[src/hdl/graph_depth_first_walk_top_assert.svh]
// Assertion macros for the depth-first walk block.
// Used by graph_depth_first_walk_top; needs clk and rst in scope.
`ifndef GRAPH_DEPTH_FIRST_WALK_TOP_ASSERT_SVH
`define GRAPH_DEPTH_FIRST_WALK_TOP_ASSERT_SVH

// cond must never hold outside reset
`define GDFW_NEVER(lbl, cond, msg) \
  lbl: assert property (@(posedge clk) disable iff (rst) !(cond)) else $error(msg);

// ante in one cycle implies cons in the next
`define GDFW_NEXT(lbl, ante, cons, msg) \
  lbl: assert property (@(posedge clk) disable iff (rst) (ante) |=> (cons)) else $error(msg);

// ante implies cons in the same cycle
`define GDFW_SAME(lbl, ante, cons, msg) \
  lbl: assert property (@(posedge clk) disable iff (rst) (ante) |-> (cons)) else $error(msg);

`endif

[src/hdl/gdfw_pkg.sv]
// Shared constants and types for the depth-first walk block.
// No dependencies.
package gdfw_pkg;

  localparam int MAX_VERTICES_DEF   = 64;
  localparam int MAX_LIST_NODES_DEF = 512;
  localparam int VERTEX_W           = 6;
  localparam int COUNT_W            = 7;

  localparam logic KIND_EDGE   = 1'b0;
  localparam logic KIND_SEARCH = 1'b1;

  localparam logic [1:0] ST_VISIT     = 2'd0;
  localparam logic [1:0] ST_EDGE_OK   = 2'd1;
  localparam logic [1:0] ST_EDGE_REJ  = 2'd2;
  localparam logic [1:0] ST_START_BAD = 2'd3;

  // request from the sequencer to the result stage
  typedef struct packed {
    logic                put;     // new visited vertex, held back one step
    logic                fin;     // walk over: release held vertex as last
    logic                direct;  // single status result, last set
    logic [1:0]          status;
    logic [VERTEX_W-1:0] vertex;
  } emit_cmd_t;

endpackage

[src/hdl/gdfw_emit.sv]
// Result stage: holds the newest visited vertex until it is known
// whether it is the final one. Depends on gdfw_pkg.
module gdfw_emit (
  input  logic                           clk,
  input  logic                           rst,
  input  gdfw_pkg::emit_cmd_t            cmd,
  output logic                           done,
  output logic [1:0]                     status,
  output logic [gdfw_pkg::VERTEX_W-1:0]  visited_vertex,
  output logic                           last
);

  logic                          held;
  logic [gdfw_pkg::VERTEX_W-1:0] held_vertex;

  always_ff @(posedge clk) begin
    if (rst) begin
      held <= 1'b0;
      done <= 1'b0;
    end else begin
      done <= 1'b0;
      if (cmd.direct) begin
        done           <= 1'b1;
        status         <= cmd.status;
        visited_vertex <= '0;
        last           <= 1'b1;
      end else if (cmd.put) begin
        held        <= 1'b1;
        held_vertex <= cmd.vertex;
        if (held) begin
          done           <= 1'b1;
          status         <= gdfw_pkg::ST_VISIT;
          visited_vertex <= held_vertex;
          last           <= 1'b0;
        end
      end else if (cmd.fin) begin
        held           <= 1'b0;
        done           <= held;
        status         <= gdfw_pkg::ST_VISIT;
        visited_vertex <= held_vertex;
        last           <= 1'b1;
      end
    end
  end

endmodule

[config.mk]
export PLATFORM = sky130hd
export DESIGN_NAME = gdfw_emit
export DESIGN_NICKNAME = d
export VERILOG_FILES = /design/src/hdl/graph_depth_first_walk_top_assert.svh /design/src/hdl/gdfw_pkg.sv /design/src/hdl/gdfw_emit.sv
export SDC_FILE = /design/constraint.sdc
export NUM_CORES = 1
export LEC_CHECK = 0
export ABC_AREA = 1
export CAP_MARGIN = 25
export CORE_ASPECT_RATIO = 0.6
export CORE_MARGIN = 8
export CORE_UTILIZATION = 25
export DETAILED_ROUTE_END_ITERATION = 7
export DONT_BUFFER_PORTS = 1
export MAX_ROUTING_LAYER = met4
export PLACE_DENSITY = 0.45
export REMOVE_ABC_BUFFERS = 1
export SLEW_MARGIN = 25
export SYNTH_ARGS = -nofsm -noshare
export SYNTH_HDL_FRONTEND = slang
export SYNTH_SLANG_ARGS = --single-unit
export TNS_END_PERCENT = 1
[constraint.sdc]
create_clock -name clk -period 2.76 [get_ports clk]
set_clock_uncertainty 0.05 [all_clocks]
set_input_delay 0.828 -clock clk [delete_from_list [all_inputs] [get_ports clk]]
set_output_delay 0.828 -clock clk [all_outputs]
set_load 0.02 [all_outputs]
* After elaboration in Yosys (flattened, before gate mapping)
Index checks and enable logic that the tools add are counted.
** Cells by class
- Bitwise logic cells :: 2
- Mux-type cells :: 16
- Eq/ne operators :: 1
- Reductions and logical operators :: 5
** Operators with widths (number)
- 2-to-1 mux 6 bit :: 3
- 2-to-1 mux 1 bit :: 9
- 2-to-1 mux 2 bit :: 4
- AND reduction 3 bit :: 2
- inequality test 3 x 2 -> 1 bit, second input constant :: 1
- nonzero test 3 bit :: 1
- NOT 1 bit :: 2
- AND reduction 2 bit :: 1
- nonzero test 2 bit :: 1
** Storage, ports and cells
- Input port bits :: 13
- Logic and storage cells :: 30
- Flip-flop bits (word level) :: 17
- Output and inout port bits :: 10

* Logic depth before layout (Yosys ltp)
Gate-level depths: netlist (run 1).
- Depth in word-level cells :: 3
- Mapped depth :: 5
- Gate-level depth less buffers :: 5

* Worst setup path before layout (run 1)
No wires, ideal clock.
- Path type :: in2reg
- Start point :: input cmd[8] in the netlist's numbering
- End point :: register last (enable)
- Data arrival time :: 1.471 ns
- Buffers on the path :: 1
- Stages :: 5
- Setup slack :: 0.865 ns
- Setup time :: 0.374 ns
- Required time :: 2.336 ns
- Path through :: buf_6 -> nor2_2 -> nand2_1 -> nand2_1 -> nor2_1
** On the way
- Cells in the longest elaborated chain, start to end :: 2
- Elaborated cells on any way between the ends :: 3
- Those cells by class :: eq/ne (1); reduce/logical (2)
** Ends and longest elaborated chain
- start: declaration :: line gdfw_emit.sv:6 : input gdfw_pkg::emit_cmd_t cmd,
- inequality test 3 x 2 -> 1 bit (no line) / nonzero test 3 bit (equally long branches)
- AND reduction 3 bit (no line) (*)
- end signal: assignment :: line gdfw_emit.sv:26 : last <= 1'b1;
- end signal: assignment :: line gdfw_emit.sv:34 : last <= 1'b0;
- end signal: assignment :: line gdfw_emit.sv:41 : last <= 1'b1;
- end: declaration :: line gdfw_emit.sv:10 : output logic last
Mark *: on every way between the ends. The rest lies on a longest branch, timed or not.
A chain may end at the register's enable or synchronous reset.

* Worst setup path in the final report (run 1)
- Start point :: register visited_vertex[4] in the netlist's numbering
- End point :: output visited_vertex[4] in the netlist's numbering
** RTL lines
- start: declaration :: line gdfw_emit.sv:9 : output logic [gdfw_pkg::VERTEX_W-1:0] visited_vertex,
- start signal: assignment :: line gdfw_emit.sv:33 : visited_vertex <= held_vertex;
- start signal: assignment :: line gdfw_emit.sv:40 : visited_vertex <= held_vertex;
No word-level cell between the ends.

==> results of run 1 <==
==> power groups by stage <==
stage	Combinational [mW]	Sequential [mW]	Clock, mW
floorplan	0.0137	0.319	0
global placement	0.0184	0.322	0
detailed placement	0.0184	0.322	0
CTS	0.0185	0.317	0.192
global route	0.0211	0.318	0.200
finish	0.0184	0.316	0.183
==> state kept, by name (all words and copies together), names as in the netlist <==
register / cells
held_vertex: 6
last: 1
visited_vertex: 6
done: 1
held: 1
status: 2
==> synthesized netlist by cell type <==
library cell and n:
buf_6 1, edfxtp_1 15, inv_1 12, nand3_1 1, nor2_1 10, nor2_2 2, nand2_1 6, nand2_2 1
dfxtp_1 2
==> routing by layer <==
metal | track usage [%] | vias up
met1 | 7.102 | 145
met5 | - | -
met4 | 2.647 | 0
met2 | 8.212 | 21
li1 | - | 163
met3 | 4.194 | 2
==> cells in the final DEF (no fill, tap or decap) <==
| cell | n |
|---|---|
| clkinv_2 | 1 |
| nand3_1 | 1 |
| buf_4 | 1 |
| edfxtp_1 | 15 |
| nor2_1 | 10 |
| clkbuf_8 | 3 |
| inv_1 | 12 |
| nand2_1 | 6 |
| nor2_2 | 2 |
| nand2_2 | 1 |
| dfxtp_1 | 2 |
==> cells by family (layout without fill, tap and decap cells) <==
family | count (synthesis) | in the layout
simple gates | 20 | 20
flops | 17 | 17
buf+inv | 13 | 17
==> worst min-delay path by stage <==
stage,from,end,cells past startpoint
after global routing,held,held,2
final,held,held,2
after global placement,held,held,2
after CTS,held,held,2
after detailed placement,held,held,2
after floorplan,held,held,2
==> worst reg2reg max path, stage by stage, from the launching register on <==
cell	delay, ns
dfxtp_1	0.36
nor2_1	0.06
nor2_1	0.10
buf_4	0.19
==> stage by stage <==
stage	worst slack (ns)	power (mW)	area (um2)	instances	util [%]
6_report	1.131	0.5177	713.2	86	29.08
5_1_grt	1.101	0.5395	713.2	86	29.08
4_1_cts	1.120	0.5272	713.2	86	29.08
3_5_place_dp	1.073	0.3408	666.9	82	27.19
3_3_place_gp	1.070	0.3405	666.9	82	27.19
2_1_floorplan	0.9382	0.3325	619.3	49	-
==> cell type report <==
type	count	area, um2	share of cell area, %
Inverter	12	45.04	6.316
Tap cell	32	40.04	5.614
Multi-Input combinational cell	20	83.83	11.75
Clock buffer	3	41.29	5.789
Timing Repair Buffer	1	7.507	1.053
Sequential cell	17	490.5	68.77
Clock inverter	1	5.005	0.7018
==> impl_summary.txt, run 1 <==
----------------------------------------------------
[Synth]
  Syn Area/Cell ... 12.61 um2
  Dominant combinational cell family by area after synthesis ... simple AND/OR/NAND/NOR gates
  Compound-gate portion of the synthesized area ... 0%
  Xor and xnor area share after synthesis ... 0%
  Part of the Yosys area used for sequential elements ... 77.78%
  Multiplexer fraction of the synthesized cell area ... 0%
  Yosys reg bits ... 17
  Gate Count Post-Synth ... 50
  Fraction of post-synthesis cell area in the top cell type by area ... 71.43%
  Post-synth cell types ... 9
  Number of synthesis warnings ... 0
  Fraction of the mapped netlist area in adder cells ... 0%
  Basic-gate share of the synthesized area counting and, or, nand and nor cells ... 13.29%
  Synth top area cells ... edfxtp_1 (71%), inv_1 (7.1%), dfxtp_1 (6.3%), nor2_1 (6.0%), nand2_1 (3.6%)
  Top cell type by total area after synthesis ... edfxtp_1
  Post-Synthesis Cell Area ... 630.6 um2

[Global route]
  Via count of the first global-routing pass ... 316
  Pin count of the biggest net entering global routing ... 12
  Gr usage total ... 6.202%
  First-pass GRT wire length ... 1.766 mm
  Global route total overflow ... 0
  Antenna violations before repair ... 0

[Cells and area]
  Area added between synthesis and finish ... 13.10%
  Share of layout cells above drive strength 1 ... 14.81%
  Number of antenna repair diodes ... 0
  Number of nets at the end of the flow ... 68
  Filler Cell Count ... roughly 260

[Floorplanning]
  Initial Utilization ... 25.71%
  Number of placement rows ... 14
  Die extent in y ... 54.91 um
  Total core area ... between 2000 and 2500 um2
  Die footprint ... 4439 um2
  X dimension of the die ... 80.84 um
  Number of placed I/O pins ... 23

[Status]
  Run status ... completed

[Detailed routing]
  Vias per cell ... roughly 3.8
  Routed metal-1 wirelength ... around 520 um
  Initial DRC count ... 33
  Met3 layer wire length in the routed design ... 105 um
  Detailed Routing Iterations Pass 1 ... 4
  WL final ... 1.213 mm
  Post-detailed-route wirelength per cell ... about 14 um
  Number of routed nets with antenna violations ... 0
  Max layer used ... met4
  Total vias in the final route ... 331
  Routed wl met2 ... around 580 um
  # DRC ... 0

[Min path]
  Type of the tightest min-delay check ... flop to flop

[Pwr]
  LEAKAGE ... 0.3006 nW
  Net switching power ... 0.1132 mW
  Switching share of power ... around 22%
  Power density of the placed cells ... between 700 and 800 nW/um2
  Part of the power in combinational logic ... 3.6%
  Worst IR Drop VDD ... ~0.32 mV
  Sequential Power Share ... 61.0%
  Internal Power ... 0.4045 mW
  Clock group share of total power ... 35.4%

[Placement]
  GPL Wtd Cong ... 0.7201
  Final HPWL DP ... between 800 and 900 um
  Number of port buffers ... 0

[Clock network]
  Postcts setup bufs ... 0
  Root buf cell ... clkbuf_8
  Clock transition at the register clock pins on the worst setup and hold paths after CTS ... ~0.07 ns
  # resized after CTS ... 0
  Cts bufs inserted ... 3
  Maximum level of the CTS H-tree ... 1
  CTS tree ... yes
  Later-pin clock latency in the skew report ... 0.25 ns
  Worst-case clock buffer depth ... 2
  Number of hold buffers added after cts ... 0
  Clock sink count ... 17

[STA]
  Max Clock Freq ... just over 600 MHz
  Final Hold Fails ... 0
  Setup repair after global routing missed its margin ... false
  Final-report max-slew violation count ... 0
  Worst slew pin tran ... 0.3711 ns
  Total setup violations reported at the end of the flow ... 0
  Worst relative slew slack ... 75.23%
  Worst hold slack across all endpoints ... 0.4540 ns
  Final cycle utilization of the critical path ... 59.01%
  Total Negative Setup Slacks ... 0 ns
  Time the worst path needs with I/O delays and setup ... 1.629 ns

[Run]
  Max-cap viol count ... 0

[Worst setup path]
  Stages on the worst setup path ... 0
  Type of element capturing the critical path ... primary output
  Critical path capture point ... visited_vertex[4]
  Worst R2R Setup Slack ... 1.71 ns
  Data required, critical path ... 1.88 ns
  Peak fanout along the critical path ... 1
  Signal arrival time at the worst endpoint ... 0.75 ns
  Launch point of the worst reg-to-reg path ... held
  Worst setup path start ... visited_vertex[4]
  Worst r2r path cells ... 3
  Type of element launching the critical path ... flop
  Setup Crit Path Kind ... flop to primary output
  Worst R2R End ... visited_vertex[0]

----------------------------------------------------
No activity file was read; power rests on OpenSTA's default activity.
==> run 2: changes to the inputs <==
ABC_AREA = 0   (was 1)
PLACE_DENSITY = 0.47   (was 0.45)
clock period = 1.45 ns   (was 2.76 ns; I/O delays follow)
==> run 2 against run 1 <==
  * Final cell count is 15% lower
  * Sequential share of layout area is 0.24 points higher
  * Core utilization is 0.32 points higher
  * Non-clock buffer count is 1 higher
  * Register-to-register slack worse by 1.4 ns
  * Cell area is 0.35% lower
  * First-iteration DRC count is 79% lower
  * Power is 87% higher
  * Via count is 17% lower
  * Combinational power is 87% higher
  * Global-route usage is 0.64 points lower
  * Largest cell class unchanged
==> impl_summary.txt, run 2 <==
----------------------------------------------------
[Clock network]
  Cts bufs inserted ... 3 (unchanged)
  Clock transition at the register clock pins on the worst setup and hold paths after CTS ... 0.06 ns (about the same)
  CTS tree ... yes
  Worst-case clock buffer depth ... 2 (unchanged)
  Clock sink count ... 17 (unchanged)
  Root buf cell ... clkbuf_8
  Later-pin clock latency in the skew report ... 0.24 ns (about the same)
  Maximum level of the CTS H-tree ... 1 (unchanged)
  # resized after CTS ... 0 (unchanged)
  Postcts setup bufs ... 0 (unchanged)
  Number of hold buffers added after cts ... 0 (unchanged)

[Cells and area]
  Utilization of the core after routing ... 29.40% (+0.32 points)
  Commonest non-fill, non-tap cell in the layout ... edfxtp_1
  Number of antenna repair diodes ... 0 (unchanged)
  Registers with the most flip-flops ... held_vertex (6), visited_vertex (6), status (2)
  Number of nets at the end of the flow ... 55 (-19%)
  Share of layout cells above drive strength 1 ... 34.15% (+19 points)
  Area added between synthesis and finish ... 16.39%
  Count of non-filler cells in the finished layout ... 73 (-15%)
  Commonest non-fill, non-tap cells in the layout ... edfxtp_1 (15), and2b_2 (6), a21oi_1 (3), clkbuf_8 (3)

[Synth]
  Gate Count Post-Synth ... 35 (-30%)
  Post-Synthesis Cell Area ... 610.6 um2 (-3.2%)
  Top cell type by total area after synthesis ... edfxtp_1
  Post-synth top cells ... edfxtp_1 (15), and2b_2 (6), a21oi_1 (3)
  Count of flip-flops with a built-in enable after synthesis ... 15 (unchanged)
  Part of the Yosys area used for sequential elements ... 80.33% (+2.6 points)
  Primary flip-flop cell chosen by synthesis mapping ... edfxtp_1
  Syn Area/Cell ... 17.45 um2 (+38%)
  Fraction of post-synthesis cell area in the top cell type by area ... 73.77% (+2.3 points)
  Synth top area cells ... edfxtp_1 (74%), and2b_2 (8.6%), dfxtp_1 (6.6%), a21oi_1 (2.5%), and2_2 (2.5%)
  Post-synth cell types ... 11 (+2)
  Most used standard cell by instance count after synthesis ... edfxtp_1
  Number of synthesis warnings ... 0 (unchanged)
  Yosys reg bits ... 17 (unchanged)
  Async set or reset register ratio after synthesis ... 0% (unchanged)

[STA]
  Total setup violations reported at the end of the flow ... 0 (unchanged)
  Worst slew pin tran ... 0.2321 ns (-0.1390 ns)
  Final cycle utilization of the critical path ... between 80% and 90%
  Time the worst path needs with I/O delays and setup ... 1.226 ns
  Worst relative slew slack ... 84.56% (+9.3 points)
  Final-report max-slew violation count ... 0 (unchanged)
  Setup repair after global routing missed its margin ... false
  Final Hold Fails ... 0 (unchanged)
  Max Clock Freq ... 815.7 MHz
  Total Negative Setup Slacks ... 0 ns (unchanged)

[Floorplanning]
  Total core area ... 2417 um2 (-1.4%)
  Number of placement rows ... 14 (unchanged)
  Die extent in y ... 54.28 um (-1.1%)
  Die footprint ... 4332 um2 (-2.4%)
  Number of placed I/O pins ... 23 (unchanged)
  Initial Utilization ... 25.26% (-0.46 points)
  X dimension of the die ... 79.80 um (-1.3%)

[Detailed routing]
  Initial DRC count ... 7 (-79%)
  Detailed Routing Iterations Pass 1 ... 4 (unchanged)
  Vias per cell ... 3.781 (-1.8%)
  Number of routed nets with antenna violations ... 0 (unchanged)
  WL final ... 1.025 mm (-15%)
  Total vias in the final route ... 276 (-17%)
  # DRC ... 0 (unchanged)
  Post-detailed-route wirelength per cell ... 14.04 um (-0.45%)

[Placement]
  GPL Wtd Cong ... 0.6362 (-12%)
  Number of port buffers ... 0 (unchanged)
  Number of placed instances, taps included ... 69 (-16%)
  Final HPWL DP ... 798.7 um (-11%)

[Pwr]
  Final Total Pwr ... 0.9684 mW (+87%)
  Power density of the placed cells ... 1363 nW/um2 (+88%)
  LEAKAGE ... 0.2547 nW (-15%)
  Worst IR Drop VDD ... 0.6251 mV (+96%)

[Min path]
  Type of the tightest min-delay check ... primary input to flop

[Run]
  Max-cap viol count ... 0 (unchanged)

[Global route]
  First-pass GRT wire length ... 1.593 mm (-9.8%)
  Pin count of the biggest net entering global routing ... 11 (-1)
  Global route total overflow ... 0 (unchanged)
  Gr usage total ... 5.562% (-0.64 points)
  Via count of the first global-routing pass ... 303 (-4.1%)
  Antenna violations before repair ... 0 (unchanged)

[Worst setup path]
  Data required, critical path ... 0.97 ns (-0.91 ns)
  Signal arrival time at the worst endpoint ... 0.74 ns (about the same)
  Type of element capturing the critical path ... primary output
  Setup Crit Path Kind ... flop to primary output
  Type of element launching the critical path ... flop
  Peak fanout along the critical path ... 1 (unchanged)

[Status]
  Run status ... completed

----------------------------------------------------
## run 2: cell types whose count changed after synthesis, sizes merged, moves of 2 or more
cell   previous run  this run
a21oi             0         3
and2              0         2
and2b             0         6
inv              12         2
nand2             7         1
nor2             12         1
o21ai             0         2
## run 2: metrics by stage
stage               setup WS [ns]  cell area [um2]  hold WS [ns]
floorplan                -0.03152            610.6        0.4088
global placement           0.2362            665.6        0.4287
detailed placement         0.2231            665.6        0.4327
CTS                        0.2148            710.7        0.1912
global route               0.2021            710.7        0.1939
finish                     0.2240            710.7        0.2014
## run 2: per-layer routing
metal	wire [um]	global-route usage [%]	vias up
li1	-	-	135
met1	461	5.156	127
met2	482	8.345	12
met3	73	3.934	2
met4	8	3.593	0
met5	0	-	-
## run 2: worst paths after layout
check                      end  depth (start not counted)  slack (ns)  start
max                       last                          0        0.22   last
min                       done                          1        0.20    rst
max reg2reg  visited_vertex[1]                          3        0.34   held
min reg2reg               done                          2        0.44   held
## run 2: kinds of logic after synthesis
| family | synth area share (%) |
|---|---|
| compound gates | 4.096 |
| buf+inv | 1.230 |
| flops | 80.33 |
| mux | 1.639 |
| simple gates | 12.70 |
## run 2: final cells by class
class | instances | area, um2
Fill cell | 250 | 1707
Sequential cell | 17 | 490.5
Multi-Input combinational cell | 16 | 112.6
Clock buffer | 4 | 45.04
Tap cell | 32 | 40.04
Timing Repair Buffer | 2 | 15.01
Inverter | 2 | 7.507
## run 2: report_power, final
part,internal (mW),switching [mW]
Sequential,0.566,0.0323
Clock,0.194,0.141
Combinational,0.0180,0.0165
Total,0.779,0.190
